==> src/hw/rtl/idle_blank_bouncing_sprite_top_macros.svh <==
// assertion helpers for the sprite saver
`ifndef IDLE_BLANK_BOUNCING_SPRITE_TOP_MACROS_SVH
`define IDLE_BLANK_BOUNCING_SPRITE_TOP_MACROS_SVH

// property checked at every rising clock edge outside reset
`define IBBS_ASSERT(label, clk, rst_n, prop, msg) \
  label: assert property (@(posedge clk) disable iff (!rst_n) (prop)) else $error(msg);

// implication checked at the following clock edge
`define IBBS_ASSERT_NEXT(label, clk, rst_n, pre, post, msg) \
  label: assert property (@(posedge clk) disable iff (!rst_n) (pre) |=> (post)) \
    else $error(msg);

`endif

==> src/hw/rtl/ibbs_pkg.sv <==
package ibbs_pkg;

  localparam int unsigned SpriteSize = 80;
  localparam int unsigned FracBits   = 16;

  localparam int unsigned ViewW     = 10;
  localparam int unsigned TimeoutW  = 20;
  localparam int unsigned SpeedW    = 16;
  localparam int unsigned ElapsedW  = 12;
  localparam int unsigned PosW      = ViewW + FracBits;
  localparam int unsigned ProdW     = SpeedW + ElapsedW;
  localparam int unsigned DeltaW    = ElapsedW + FracBits;
  localparam int unsigned UpShift   = (FracBits >= 16) ? (FracBits - 16) : 0;
  localparam int unsigned DownShift = (FracBits < 16) ? (16 - FracBits) : 0;
  localparam int unsigned WorkW     = DeltaW + 3;
  localparam int unsigned CfgIdxW   = 8;
  localparam int unsigned CfgDataW  = 20;

  localparam logic [ViewW-1:0]    ViewWidthRst  = ViewW'(640);
  localparam logic [ViewW-1:0]    ViewHeightRst = ViewW'(480);
  localparam logic [TimeoutW-1:0] TimeoutRst    = TimeoutW'(60000);
  localparam logic [SpeedW-1:0]   SpeedRst      = SpeedW'(7864);

  typedef enum logic [CfgIdxW-1:0] {
    RegViewWidth  = 8'd0,
    RegViewHeight = 8'd1,
    RegTimeout    = 8'd2,
    RegSpeed      = 8'd3
  } cfg_reg_e;

  typedef logic [PosW-1:0]   pos_t;
  typedef logic [DeltaW-1:0] delta_t;
  typedef logic [ViewW-1:0]  view_t;

  // travel range of the sprite's left or top edge, fixed point
  function automatic pos_t travel_limit(view_t view);
    logic [ViewW:0] span;
    if ({1'b0, view} > (ViewW + 1)'(SpriteSize)) begin
      span = {1'b0, view} - (ViewW + 1)'(SpriteSize);
    end else begin
      span = '0;
    end
    return PosW'(span) << FracBits;
  endfunction

  function automatic pos_t center_pos(view_t view);
    return travel_limit(view) >> 1;
  endfunction

endpackage

==> src/hw/rtl/ibbs_if.sv <==
interface ibbs_in_if;
  logic                          valid;
  logic                          ready;
  logic [ibbs_pkg::ElapsedW-1:0] elapsed_ms;
  logic                          user_input;
  logic                          busy_req;

  modport source (output valid, elapsed_ms, user_input, busy_req, input ready);
  modport sink (input valid, elapsed_ms, user_input, busy_req, output ready);
endinterface

interface ibbs_out_if;
  logic                       valid;
  logic                       ready;
  logic                       saver_active;
  logic [ibbs_pkg::ViewW-1:0] sprite_x;
  logic [ibbs_pkg::ViewW-1:0] sprite_y;

  modport source (output valid, saver_active, sprite_x, sprite_y, input ready);
  modport sink (input valid, saver_active, sprite_x, sprite_y, output ready);
endinterface

interface ibbs_cfg_if;
  logic                          valid;
  logic                          ready;
  logic [ibbs_pkg::CfgIdxW-1:0]  index;
  logic [ibbs_pkg::CfgDataW-1:0] data;

  modport source (output valid, index, data, input ready);
  modport sink (input valid, index, data, output ready);
endinterface

==> src/hw/rtl/idle_blank_bouncing_sprite_top.sv <==
// idle blanking saver with a bouncing sprite
//
// in_i carries one frame tick per word: elapsed milliseconds, a user input
// flag and a busy flag. out_o returns exactly one word per tick: the saver
// active flag and the integer sprite position. cfg_i writes the four
// registers (view width, view height, idle timeout, speed) by index;
// unknown indexes are dropped, cfg_i.ready is always high. Writing a view
// dimension re-centers the sprite and makes both directions positive.
//
// a tick moves from the input register through the combinational state
// update into the result register that drives out_o. throughput: one tick
// per cycle while out_o does not stall; the idle counter, activation and the
// multiply, reflect and clamp of both axes close in that combinational update.
// when out_o stalls, the result register holds and the input register
// still takes one more tick if it is empty, then in_i.ready drops.
// reset: registers back to defaults, saver inactive, idle count zero,
// sprite centered in a 640 by 480 view, both directions positive.
// configuration must be written only while no tick is in flight; the block does not enforce this.
module idle_blank_bouncing_sprite_top (
  input logic  clk_i,
  input logic  rst_ni,
  ibbs_in_if.sink    in_i,
  ibbs_out_if.source out_o,
  ibbs_cfg_if.sink   cfg_i
);
  import ibbs_pkg::*;

  `include "idle_blank_bouncing_sprite_top_macros.svh"

  logic [ViewW-1:0]    view_w_q, view_w_d;
  logic [ViewW-1:0]    view_h_q, view_h_d;
  logic [TimeoutW-1:0] timeout_q, timeout_d;
  logic [SpeedW-1:0]   speed_q, speed_d;

  logic [TimeoutW-1:0] idle_q, idle_d;
  logic                active_q, active_d;
  pos_t                pos_x_q, pos_x_d;
  pos_t                pos_y_q, pos_y_d;
  logic                neg_x_q, neg_x_d;
  logic                neg_y_q, neg_y_d;

  logic                in_vld_q;
  logic [ElapsedW-1:0] elapsed_q;
  logic                user_q;
  logic                busy_q;

  logic                out_vld_q;
  logic                out_act_q;
  logic [ViewW-1:0]    out_x_q;
  logic [ViewW-1:0]    out_y_q;

  logic                cfg_wr;
  logic                out_free;
  logic                step;
  logic                wake;
  logic [TimeoutW:0]   idle_sum;
  logic [TimeoutW-1:0] idle_sat;
  logic                reached;
  logic                move;
  logic [ProdW-1:0]    prod;
  logic [ProdW+UpShift-1:0] prod_up;
  delta_t              delta;
  pos_t                lim_x;
  pos_t                lim_y;
  pos_t                mv_x;
  pos_t                mv_y;
  logic                mv_neg_x;
  logic                mv_neg_y;

  assign cfg_i.ready = 1'b1;
  assign cfg_wr      = cfg_i.valid;

  assign out_free   = !out_vld_q || out_o.ready;
  assign step       = in_vld_q && out_free;
  assign in_i.ready = !in_vld_q || out_free;

  // step size rescaled to the position format
  assign prod    = ProdW'(speed_q) * ProdW'(elapsed_q);
  assign prod_up = (ProdW + UpShift)'(prod) << UpShift;
  assign delta   = DeltaW'(prod_up >> DownShift);

  assign lim_x = travel_limit(view_w_q);
  assign lim_y = travel_limit(view_h_q);

  ibbs_axis u_axis_x (
    .pos_i   (pos_x_q),
    .neg_i   (neg_x_q),
    .delta_i (delta),
    .lim_i   (lim_x),
    .pos_o   (mv_x),
    .neg_o   (mv_neg_x)
  );

  ibbs_axis u_axis_y (
    .pos_i   (pos_y_q),
    .neg_i   (neg_y_q),
    .delta_i (delta),
    .lim_i   (lim_y),
    .pos_o   (mv_y),
    .neg_o   (mv_neg_y)
  );

  assign wake     = user_q || busy_q;
  assign idle_sum = (TimeoutW + 1)'(idle_q) + (TimeoutW + 1)'(elapsed_q);
  assign idle_sat = (idle_sum > (TimeoutW + 1)'(timeout_q)) ? timeout_q
                                                            : idle_sum[TimeoutW-1:0];
  assign reached  = (idle_sat >= timeout_q);
  assign move     = !wake && (active_q || reached);

  always_comb begin
    view_w_d  = view_w_q;
    view_h_d  = view_h_q;
    timeout_d = timeout_q;
    speed_d   = speed_q;
    idle_d    = idle_q;
    active_d  = active_q;
    pos_x_d   = pos_x_q;
    pos_y_d   = pos_y_q;
    neg_x_d   = neg_x_q;
    neg_y_d   = neg_y_q;
    if (cfg_wr) begin
      case (cfg_i.index)
        RegViewWidth: begin
          view_w_d = cfg_i.data[ViewW-1:0];
          pos_x_d  = center_pos(cfg_i.data[ViewW-1:0]);
          pos_y_d  = center_pos(view_h_q);
          neg_x_d  = 1'b0;
          neg_y_d  = 1'b0;
        end
        RegViewHeight: begin
          view_h_d = cfg_i.data[ViewW-1:0];
          pos_x_d  = center_pos(view_w_q);
          pos_y_d  = center_pos(cfg_i.data[ViewW-1:0]);
          neg_x_d  = 1'b0;
          neg_y_d  = 1'b0;
        end
        RegTimeout: timeout_d = cfg_i.data[TimeoutW-1:0];
        RegSpeed:   speed_d   = cfg_i.data[SpeedW-1:0];
        default:    ;
      endcase
    end else if (step) begin
      if (wake) begin
        idle_d   = '0;
        active_d = 1'b0;
      end else if (!active_q) begin
        idle_d   = idle_sat;
        active_d = reached;
      end
      if (move) begin
        pos_x_d = mv_x;
        pos_y_d = mv_y;
        neg_x_d = mv_neg_x;
        neg_y_d = mv_neg_y;
      end
    end
  end

  always_ff @(posedge clk_i or negedge rst_ni) begin
    if (!rst_ni) begin
      view_w_q  <= ViewWidthRst;
      view_h_q  <= ViewHeightRst;
      timeout_q <= TimeoutRst;
      speed_q   <= SpeedRst;
      idle_q    <= '0;
      active_q  <= 1'b0;
      pos_x_q   <= center_pos(ViewWidthRst);
      pos_y_q   <= center_pos(ViewHeightRst);
      neg_x_q   <= 1'b0;
      neg_y_q   <= 1'b0;
      in_vld_q  <= 1'b0;
      out_vld_q <= 1'b0;
    end else begin
      view_w_q  <= view_w_d;
      view_h_q  <= view_h_d;
      timeout_q <= timeout_d;
      speed_q   <= speed_d;
      idle_q    <= idle_d;
      active_q  <= active_d;
      pos_x_q   <= pos_x_d;
      pos_y_q   <= pos_y_d;
      neg_x_q   <= neg_x_d;
      neg_y_q   <= neg_y_d;
      if (in_i.ready) begin
        in_vld_q <= in_i.valid;
      end
      if (step) begin
        out_vld_q <= 1'b1;
      end else if (out_o.ready) begin
        out_vld_q <= 1'b0;
      end
    end
  end

  always_ff @(posedge clk_i) begin
    if (in_i.valid && in_i.ready) begin
      elapsed_q <= in_i.elapsed_ms;
      user_q    <= in_i.user_input;
      busy_q    <= in_i.busy_req;
    end
    if (step) begin
      out_act_q <= active_d;
      out_x_q   <= pos_x_d[PosW-1:FracBits];
      out_y_q   <= pos_y_d[PosW-1:FracBits];
    end
  end

  assign out_o.valid        = out_vld_q;
  assign out_o.saver_active = out_act_q;
  assign out_o.sprite_x     = out_x_q;
  assign out_o.sprite_y     = out_y_q;

  `IBBS_ASSERT(a_pos_x_in_range, clk_i, rst_ni, pos_x_q <= lim_x, "sprite x beyond travel")
  `IBBS_ASSERT(a_pos_y_in_range, clk_i, rst_ni, pos_y_q <= lim_y, "sprite y beyond travel")
  `IBBS_ASSERT_NEXT(a_wake_blanks, clk_i, rst_ni, step && !cfg_wr && wake,
    out_o.valid && !out_o.saver_active, "user input left saver active")
  `IBBS_ASSERT_NEXT(a_active_holds, clk_i, rst_ni, !step && !cfg_wr,
    $stable(active_q) && $stable(pos_x_q) && $stable(pos_y_q), "state moved without a tick")
  `IBBS_ASSERT_NEXT(a_stage_holds, clk_i, rst_ni, in_vld_q && !out_free,
    in_vld_q && $stable(elapsed_q), "held tick lost in input stage")

endmodule

==> src/hw/rtl/ibbs_axis.sv <==
module ibbs_axis (
  input  ibbs_pkg::pos_t   pos_i,
  input  logic             neg_i,
  input  ibbs_pkg::delta_t delta_i,
  input  ibbs_pkg::pos_t   lim_i,
  output ibbs_pkg::pos_t   pos_o,
  output logic             neg_o
);
  import ibbs_pkg::*;

  logic signed [WorkW-1:0] pos_s;
  logic signed [WorkW-1:0] delta_s;
  logic signed [WorkW-1:0] lim_s;
  logic signed [WorkW-1:0] p0;
  logic signed [WorkW-1:0] p1;
  logic signed [WorkW-1:0] p2;
  logic signed [WorkW-1:0] p3;
  logic                    flip_lo;
  logic                    flip_hi;

  assign pos_s   = signed'(WorkW'(pos_i));
  assign delta_s = signed'(WorkW'(delta_i));
  assign lim_s   = signed'(WorkW'(lim_i));

  always_comb begin
    p0 = neg_i ? (pos_s - delta_s) : (pos_s + delta_s);
    // reflect off the low wall
    flip_lo = (p0 < 0);
    p1 = flip_lo ? -p0 : p0;
    // reflect off the high wall
    flip_hi = (p1 > lim_s);
    p2 = flip_hi ? ((lim_s <<< 1) - p1) : p1;
    if (p2 < 0) begin
      p3 = '0;
    end else if (p2 > lim_s) begin
      p3 = lim_s;
    end else begin
      p3 = p2;
    end
  end

  assign pos_o = PosW'(p3);
  assign neg_o = neg_i ^ flip_lo ^ flip_hi;

endmodule

==> src/flat_wrapper.sv <==
// flat-port wrapper written by rule: the top's interface ports become plain ports
module idle_blank_bouncing_sprite_top_flat import ibbs_pkg::*;
  (clk_i, rst_ni, in_i_valid, in_i_elapsed_ms, in_i_user_input, in_i_busy_req, in_i_ready, out_o_valid, out_o_saver_active, out_o_sprite_x, out_o_sprite_y, out_o_ready, cfg_i_valid, cfg_i_index, cfg_i_data, cfg_i_ready);
  ibbs_in_if in_i_i ();
  ibbs_out_if out_o_i ();
  ibbs_cfg_if cfg_i_i ();
  input logic clk_i;
  input logic rst_ni;
  input wire logic [$bits(in_i_i.valid)-1:0] in_i_valid;
  input wire logic [$bits(in_i_i.elapsed_ms)-1:0] in_i_elapsed_ms;
  input wire logic [$bits(in_i_i.user_input)-1:0] in_i_user_input;
  input wire logic [$bits(in_i_i.busy_req)-1:0] in_i_busy_req;
  output wire logic [$bits(in_i_i.ready)-1:0] in_i_ready;
  output wire logic [$bits(out_o_i.valid)-1:0] out_o_valid;
  output wire logic [$bits(out_o_i.saver_active)-1:0] out_o_saver_active;
  output wire logic [$bits(out_o_i.sprite_x)-1:0] out_o_sprite_x;
  output wire logic [$bits(out_o_i.sprite_y)-1:0] out_o_sprite_y;
  input wire logic [$bits(out_o_i.ready)-1:0] out_o_ready;
  input wire logic [$bits(cfg_i_i.valid)-1:0] cfg_i_valid;
  input wire logic [$bits(cfg_i_i.index)-1:0] cfg_i_index;
  input wire logic [$bits(cfg_i_i.data)-1:0] cfg_i_data;
  output wire logic [$bits(cfg_i_i.ready)-1:0] cfg_i_ready;
  assign in_i_i.valid = in_i_valid;
  assign in_i_i.elapsed_ms = in_i_elapsed_ms;
  assign in_i_i.user_input = in_i_user_input;
  assign in_i_i.busy_req = in_i_busy_req;
  assign in_i_ready = in_i_i.ready;
  assign out_o_valid = out_o_i.valid;
  assign out_o_saver_active = out_o_i.saver_active;
  assign out_o_sprite_x = out_o_i.sprite_x;
  assign out_o_sprite_y = out_o_i.sprite_y;
  assign out_o_i.ready = out_o_ready;
  assign cfg_i_i.valid = cfg_i_valid;
  assign cfg_i_i.index = cfg_i_index;
  assign cfg_i_i.data = cfg_i_data;
  assign cfg_i_ready = cfg_i_i.ready;
  idle_blank_bouncing_sprite_top u_core (.clk_i(clk_i), .rst_ni(rst_ni), .in_i(in_i_i), .out_o(out_o_i), .cfg_i(cfg_i_i));
endmodule
==> config.mk <==
export PLATFORM = sky130hd
export DESIGN_NAME = idle_blank_bouncing_sprite_top_flat
export DESIGN_NICKNAME = d
export VERILOG_FILES = /design/src/hw/rtl/ibbs_pkg.sv /design/src/hw/rtl/ibbs_if.sv /design/src/hw/rtl/idle_blank_bouncing_sprite_top.sv /design/src/hw/rtl/ibbs_axis.sv /design/src/flat_wrapper.sv
export VERILOG_INCLUDE_DIRS = /design/src /design/src/hw/rtl
export SDC_FILE = /design/constraint.sdc
export NUM_CORES = 1
export LEC_CHECK = 0
export BUFFER_PORTS_ARGS = -buffer_cell sky130_fd_sc_hd__buf_2
export CAP_MARGIN = 10
export CELL_PAD_IN_SITES_DETAIL_PLACEMENT = 0
export CELL_PAD_IN_SITES_GLOBAL_PLACEMENT = 1
export CORE_AREA = 2 2 229 231
export DETAILED_ROUTE_END_ITERATION = 7
export DIE_AREA = 0 0 231 233
export PLACE_DENSITY = 0.95
export SLEW_MARGIN = 10
export SYNTH_ARGS = -nofsm -noshare
export SYNTH_HDL_FRONTEND = slang
export SYNTH_SLANG_ARGS = --single-unit
==> constraint.sdc <==
create_clock -name clk_i -period 40.3 [get_ports clk_i]
set_input_delay 6.045 -clock clk_i [delete_from_list [all_inputs] [get_ports clk_i]]
set_output_delay 6.045 -clock clk_i [all_outputs]
set_load 0.005 [all_outputs]
==> summary.md, run 1 <==
| Metric | Value |
|---|---|
| Die Width | 231 um |
| Setup repair after global routing missed its margin | no |
| Rel. slew slack | 0.0767 |
| Avg WL per Cell | 20.8 um |
| Cts hold-fix bufs | 0 |
| Power Density | 41.7 nW/um^2 |
| Vias in the first global route | 24013 |
| Residual DRC count | 0 |
| Post-CTS Setup Bufs | 0 |
| PostCTS Resize Cnt | 0 |
| Yosys cell types | 106 |
| Max FO, Critical Path | 23 |
| Die area | 53800 um^2 |
| Sequential element share of the synthesized area | 0.161 |
| Main synth FF type | dfrtp_1 |
| Initial antenna violation count | 1 |
| Clk buf depth | 2 |
| #FFs+latches synth | 168 |
| Fin crit share | 0.391 |
| Diode count | 0 |
| Mux cell area share after synthesis | 0.0372 |
| Tightest Pin Transition | 1.37 ns |
| Worst path slowest cell | nor3_2 |
| Vias | 25536 |
| Area Growth Syn to Fin | 5.27% |
| FFs w/ async S/R, synth | 0.792 |
| Syn Area/Cell | 8.05 um^2 |
| Cell Rows | 83 |
| Number of top-level pins | 71 |
| Post-synth EDFFs | 35 |
| Maximum vdd ir drop | 0.0517 mV |
| CP peak stage delay | 0.84 ns |
| Fin nets | 3866 |
| Global Route Usage Sum | 0.317 |
| Cell area after synthesis | 27400 um^2 |
| Largest net degree at the start of global routing | 82 |
| CP Class | flop to flop |
| Leading area contributor after synthesis | ha_1 |
| Max Clk Rate | 63.4 MHz |
| Ratio of cells with drive above 1 in the final layout | 0.0752 |
| H-tree levels | 4 |
| CTS sink cnt | 168 |
| Lkg Pwr | 13.8 nW |
| Initial DRC Count | 2582 |
| Post-Syn Nets | 3888 |
| Worst setup EP type | flop |
| Synth Area in XOR/XNOR | 0.0663 |
| Final Hold Fails | 0 |
| Complex-gate fraction of the synthesized area | 0.222 |
| Share of the synthesized area in the top cell type | 0.135 |
| Layout Skew | 0.0190 ns |
| Vias per cell | 6.27 |
| Worst setup SP type | flop |
| TritonRoute pass-1 iters | 6 |
| Global-route wire length before repair | 134000 um |
| Initial Util | 0.536 |
| Final Total Pwr | 0.00120 W |
| Clock-pin transition on the worst setup and hold timing paths | 0.08 ns |
| Total gr overflow | 0 |
| Remaining antenna violation count | 0 |
| IO Port Bufs | 69 |
| Tmin final | 15.77 ns |
| CTS buffer count | 17 |
| Largest family of logic cells by synthesized area | adder cells |
| Core Area | 51100 um^2 |
| Synthesis warning total | 0 |
| CTS tree | done |
| Status | finished clean |
| Min-Delay Path Class | flop to flop |
| Number of fill cells | 4833 |
| Setup TNS | 0 ns |
| Simple-gate share of the synthesized area | 0.205 |
| Max Cap Viol | 0 |
| Clk_lat worst skew | 0.51 ns |
| Root Driver | clkbuf_16 |
| CP most frequent cell | o21a_1 |
| HPWL Detailed | 67200 um |
| Arr. time, crit path | 16.00 ns |
| Routed Wire Length | 84800 um |
| Req. time, crit path | 40.53 ns |
| GPL Wtd Cong | 0.987 |
| Adder-cell share of the synthesized area | 0.241 |
| Slew Limit Fails | 0 |
| Setup-failing EPs final | 0 |
| Mapped Cells | 3400 |
| Die H | 233 um |
| Main area contributors after synthesis | ha_1 (14%), fa_1 (11%), dfrtp_1 (9.7%), nand2_1 (4.7%), inv_1 (4.6%) |
==> cell families (layout without fill, tap and decap cells) <==
group	count (synthesis)	after routing
flops	168	168
buf+inv	467	458
compound gates	896	896
xor+xnor	207	207
fa+ha+maj	441	441
simple gates	1124	1124
other cells	1	1
mux	96	96
==> sequential cells by signal, summed over array words and instances (netlist names), 10 cells and up <==
signal                 cells
u_core.idle_q             20
u_core.pos_y_q            26
u_core.speed_q            16
u_core.timeout_q          20
u_core.out_o.sprite_y     10
u_core.pos_x_q            26
u_core.view_h_q           10
u_core.out_o.sprite_x     10
u_core.elapsed_q          12
u_core.view_w_q           10
==> worst max-delay path: cells and delay by family, from the launching register on <==
family	cells	cell delay [ns]
AOI/OAI and AO/OA	21	5.78
buffers and inverters	5	0.34
and+or+nand+nor	16	3.91
adders and majority gates	9	4.06
xor gates and xnor gates	2	0.55
DFF	1	0.79
==> where the power goes <==
group	switching [W]	leakage [nW]	internal, W
clock	0.0000945	0.286	0.0000838
combinational	0.000520	11.5	0.000302
sequential	0.0000158	2.01	0.000186
total	0.000630	13.8	0.000572
==> per-layer routing <==
layer	part of all wire	global-route usage	vias up	routed length, um
li1	-	-	12041	-
met1	0.44	0.441	12310	37300
met2	0.44	0.488	1046	37200
met3	0.088	0.0632	135	7490
met4	0.033	0.117	4	2780
met5	0.00025	0	-	21
==> worst paths after layout <==
kind                                                from                                  to  slack [ns]  cells after the start
max                        u_core.elapsed_q[5]$_DFFE_PP_  u_core.out_o.sprite_y[1]$_DFFE_PP_       24.53                     53
min                         u_core.idle_q[2]$_DFFE_PN0P_        u_core.idle_q[2]$_DFFE_PN0P_        0.49                      2
max reg2reg                u_core.elapsed_q[5]$_DFFE_PP_  u_core.out_o.sprite_y[1]$_DFFE_PP_       24.53                     53
min reg2reg                 u_core.idle_q[2]$_DFFE_PN0P_        u_core.idle_q[2]$_DFFE_PN0P_        0.49                      2
max in group asynchronous                         rst_ni        u_core.pos_x_q[25]$_DFF_PN0_       33.37                      2
min in group asynchronous                         rst_ni       u_core.pos_y_q[4]$_DFFE_PN0P_        5.57                      1
==> synthesized netlist by cell type (18+ instances only) <==
library cell,n
a21o_1,64
a31oi_1,31
fa_1,145
mux2i_1,54
xnor2_1,132
o21ai_0,199
edfxtp_1,35
or3_1,27
nor2_1,217
nand3_1,80
nand4_1,46
a21oi_1,208
o21bai_1,25
nand2b_1,60
o211ai_1,29
and2_1,84
nor4_1,18
inv_1,333
dfstp_2,27
a211oi_1,38
o21a_1,45
ha_1,296
a211o_1,18
dfrtp_1,106
or4_1,20
o31ai_1,18
nand3b_1,20
nor3_1,60
clkbuf_1,107
nor2b_1,48
nand2_1,345
and3_1,31
or2_2,18
xor2_1,75
mux2_2,40
a32o_1,19
==> per-stage QoR <==
stage          hold slack (ns)  utilization  area, um^2  instances  worst slack, ns
6_report                 0.491        0.564       28800       4071            24.53
5_1_grt                  0.517        0.564       28800       4071            23.49
4_1_cts                  0.495        0.564       28800       4071            24.69
3_5_place_dp             0.476        0.552       28200       4039            24.73
3_3_place_gp             0.473        0.552       28200       4039            24.91
2_1_floorplan            0.454            -       27400       3400            26.52
==> area by class of cell <==
cell class,count,area (um^2),share of cell area
inverter,334,1250,0.0435
clock buffer,17,425,0.0148
timing repair buffer,92,524,0.0182
tap,680,851,0.0295
multi-input combinational,2765,21200,0.735
clock inverter,15,174,0.00604
sequential,168,4410,0.153
==> cell usage in the layout (no fill, tap or decap), drive strengths merged, types with 80 or more instances in the layout <==
master  count
xnor2     132
ha        296
dfrtp     106
buf        92
o21ai     213
and2       84
nand3      80
nand2     346
nor2      218
fa        145
inv       342
a21oi     208
No activity file was read; power rests on OpenSTA's default activity.
==> run 2: changes to the inputs <==
--- a/config.mk
+++ b/config.mk
@@ -10,10 +10,10 @@
 export CAP_MARGIN = 10
 export CELL_PAD_IN_SITES_DETAIL_PLACEMENT = 0
 export CELL_PAD_IN_SITES_GLOBAL_PLACEMENT = 1
-export CORE_AREA = 2 2 229 231
+export CORE_AREA = 2 2 237 239
 export DETAILED_ROUTE_END_ITERATION = 7
-export DIE_AREA = 0 0 231 233
-export PLACE_DENSITY = 0.95
+export DIE_AREA = 0 0 239 241
+export PLACE_DENSITY = 0.91
 export SLEW_MARGIN = 10
 export SYNTH_ARGS = -nofsm -noshare
 export SYNTH_HDL_FRONTEND = slang
==> constraint.sdc (replaced) <==
create_clock -name clk_i -period 16.3 [get_ports clk_i]
set_input_delay 2.445 -clock clk_i [delete_from_list [all_inputs] [get_ports clk_i]]
set_output_delay 2.445 -clock clk_i [all_outputs]
set_load 0.005 [all_outputs]
==> run 2 against run 1 <==
Combinational power is 150% higher. Register-to-register slack worse by 23 ns. Sequential share of layout area hardly changed. Maximum frequency is 4.1% higher. Sequential power is 150% higher. Sequential cell count stayed put. Critical path type unchanged. Via count is 0.67% higher. Total power is 150% higher. Hold slack better by 0.0041 ns. Core utilization is 3.8 points lower. First-iteration DRC count is 6.3% lower. Largest cell class unchanged. Clock skew is 0.0071 ns higher.
==> summary.md, run 2 (synthesized netlist as in run 1, its figures left out) <==
| Metric | Value |
|---|---|
| Ratio of cells with drive above 1 in the final layout | 0.0763 (+0.00113) |
| Status | finished clean |
| TritonRoute pass-1 iters | 8 (+2) |
| Clock-pin transition on the worst setup and hold timing paths | 0.08 ns (about the same) |
| Area Growth Syn to Fin | 5.50% |
| Vias in the first global route | 23989 (-0.10%) |
| Combinational share of power | 0.685 (about the same) |
| Worst path slowest cell | edfxtp_1 |
| Hold endpoint | u_core.idle_q[9]$_DFFE_PN0P_ |
| GPL Wtd Cong | 1.01 (+2.2%) |
| Routed Wire Length | 87400 um (+3.1%) |
| Detail Route met3 WL | 7560 um (+0.91%) |
| Reg2reg end | u_core.out_o.sprite_x[0]$_DFFE_PP_ |
| Switching share of power | 0.524 (about the same) |
| Clk buf depth | 2 (unchanged) |
| Clock Power Share | 0.148 (about the same) |
| Setup TNS | 0 ns (unchanged) |
| Residual DRC count | 0 (unchanged) |
| IO Port Bufs | 69 (unchanged) |
| Final Util | 0.526 (-0.0377) |
| H-tree levels | 4 (unchanged) |
| Die Width | 239 um (+3.5%) |
| Global Route Usage Sum | 0.304 (-0.0137) |
| CTS buffer count | 17 (unchanged) |
| Worst setup EP type | flop |
| Arr. time, crit path | 15.47 ns (-0.53 ns) |
| Cell Rows | 86 (+3.6%) |
| Routed length on met2 | 37600 um (+1.1%) |
| Global-route wire length before repair | 136000 um (+1.6%) |
| Initial DRC Count | 2420 (-6.3%) |
| Max Clk Rate | 66.1 MHz (+4.1%) |
| CTS sink cnt | 168 (unchanged) |
| Cts hold-fix bufs | 0 (unchanged) |
| Core Area | 54900 um^2 (+7.4%) |
| Vias | 25706 (+0.67%) |
| Tightest Pin Transition | 1.29 ns (-0.0786 ns) |
| Clk_lat worst skew | 0.51 ns (about the same) |
| Max Cap Viol | 0 (unchanged) |
| Final Hold Fails | 0 (unchanged) |
| Layout Skew | 0.0261 ns (+0.00709 ns) |
| Die H | 241 um (+3.4%) |
| Avg WL per Cell | 21.3 um (+2.4%) |
| Slew Limit Fails | 0 (unchanged) |
| Vias per cell | 6.27 (about the same) |
| Post-Route M1 WL | 39000 um (+4.6%) |
| Commonest non-fill, non-tap cell in the layout | nand2_1 |
| Cell-internal power | 0.00142 W (+150%) |
| Min-Delay Path Class | flop to flop |
| Die area | 57600 um^2 (+7.0%) |
| Worst Hold Launch | u_core.idle_q[9]$_DFFE_PN0P_ |
| CP most frequent cell | o21a_1 |
| Psw | 0.00156 W (+150%) |
| Worst r2r path cells | 65 (+23%) |
| CP peak stage delay | 0.81 ns (-0.03 ns) |
| Top Metal Used | met5 |
| Max FO, Critical Path | 20 (-13%) |
| Fin crit share | 0.929 (+0.538) |
| R2R Setup Slk | 1.16 ns (-23.37 ns) |
| Lkg Pwr | 13.8 nW (+0.11%) |
| Reg power frac | 0.167 (about the same) |
| CP Class | flop to flop |
| HPWL Detailed | 69500 um (+3.4%) |
| Min Hold Slack | 0.495 ns (+0.00410 ns) |
| R2R Path Start | u_core.elapsed_q[5]$_DFFE_PP_ |
| Layout Cells excl Fill | 4098 (+0.66%) |
| Largest net degree at the start of global routing | 88 (+7.3%) |
| Final Total Pwr | 0.00298 W (+150%) |
| Setup-failing EPs final | 0 (unchanged) |
| Hold Path Stages | 2 (unchanged) |
| Placed Cells | 4065 (+0.64%) |
| PostCTS Resize Cnt | 0 (unchanged) |
| Fin nets | 3868 (+0.052%) |
| Rel. slew slack | 0.137 (+0.0599) |
| Remaining antenna violation count | 0 (unchanged) |
| Commonest non-fill, non-tap cells in the layout | nand2_1 (345), inv_1 (333), ha_1 (296) |
| Initial Util | 0.499 (-0.0369) |
| Setup repair after global routing missed its margin | no |
| CTS tree | done |
| Total gr overflow | 0 (unchanged) |
| Root Driver | clkbuf_16 |
| Post-CTS Setup Bufs | 0 (unchanged) |
| Initial antenna violation count | 2 (+1) |
| Req. time, crit path | 16.63 ns (-23.90 ns) |
| Power Density | 103 nW/um^2 (+150%) |
| Number of top-level pins | 71 (unchanged) |
| Worst setup SP type | flop |
| Tmin final | 15.14 ns (-0.628 ns) |
| Biggest regs | u_core.pos_x_q x26, u_core.pos_y_q x26 |
| Maximum vdd ir drop | 0.0825 mV (+60%) |
-- run 2: cell count changes in the layout (fill, tap and decap cells not counted), sizes merged --
cell,delta
buf,+2
diode,+1
clkinvlp,-1
clkinv,+2
inv,-1
-- run 2: metal layers --
| layer | GRT usage | vias up |
|---|---|---|
| met3 | 0.0651 | 152 |
| li1 | - | 12021 |
| met1 | 0.426 | 12434 |
| met4 | 0.109 | 4 |
| met2 | 0.459 | 1095 |
| met5 | 0.0126 | - |
-- run 2: worst max path at each step --
stage                                  start                            endpoint  slack, ns  cells after the start
3_3_place_gp   u_core.elapsed_q[3]$_DFFE_PP_  u_core.out_o.sprite_x[0]$_DFFE_PP_       1.38                     65
5_1_grt        u_core.elapsed_q[8]$_DFFE_PP_       u_core.pos_x_q[8]$_DFFE_PN0P_       0.13                     65
3_5_place_dp   u_core.elapsed_q[5]$_DFFE_PP_  u_core.out_o.sprite_x[0]$_DFFE_PP_       0.99                     65
6_report       u_core.elapsed_q[5]$_DFFE_PP_  u_core.out_o.sprite_x[0]$_DFFE_PP_       1.16                     65
4_1_cts        u_core.elapsed_q[5]$_DFFE_PP_  u_core.out_o.sprite_x[0]$_DFFE_PP_       0.86                     65
2_1_floorplan  u_core.speed_q[4]$_DFFE_PN1P_  u_core.out_o.sprite_y[1]$_DFFE_PP_       2.52                     65
-- run 2: stage by stage --
stage               worst slack (ns)  instance area, um^2
floorplan                       2.52                27400
global placement                1.38                28300
detailed placement             0.988                28300
CTS                            0.862                28900
global route                   0.130                28900
finish                          1.16                28900
-- run 2: area by class of cell --
class / count / area [um^2]
Antenna cell: 1 / 2.50
Timing Repair Buffer: 94 / 539
Clock inverter: 15 / 178
Sequential cell: 168 / 4410
Fill cell: 5351 / 26000
Clock buffer: 17 / 425
Inverter: 334 / 1250
Multi-Input combinational cell: 2765 / 21200
Tap cell: 704 / 881
-- run 2: critical path, delay by kind of cell, from the launching register on --
kind | cells | cell delay [ns]
multiplexers | 2 | 0.80
AO/OA/AOI/OAI | 25 | 4.83
flip-flops | 1 | 0.81
buffers and inverters | 6 | 0.66
adder cells (fa/ha/maj) | 9 | 3.93
XOR/XNOR | 1 | 0.31
AND/OR/NAND/NOR | 22 | 3.64
-- run 2: power groups by stage --
stage | Clock (W) | Combinational (W) | Sequential (W)
floorplan | 0 | 0.00151 | 0.000481
global placement | 0 | 0.00198 | 0.000505
detailed placement | 0 | 0.00198 | 0.000505
CTS | 0.000447 | 0.00199 | 0.000497
global route | 0.000458 | 0.00223 | 0.000501
finish | 0.000441 | 0.00204 | 0.000499
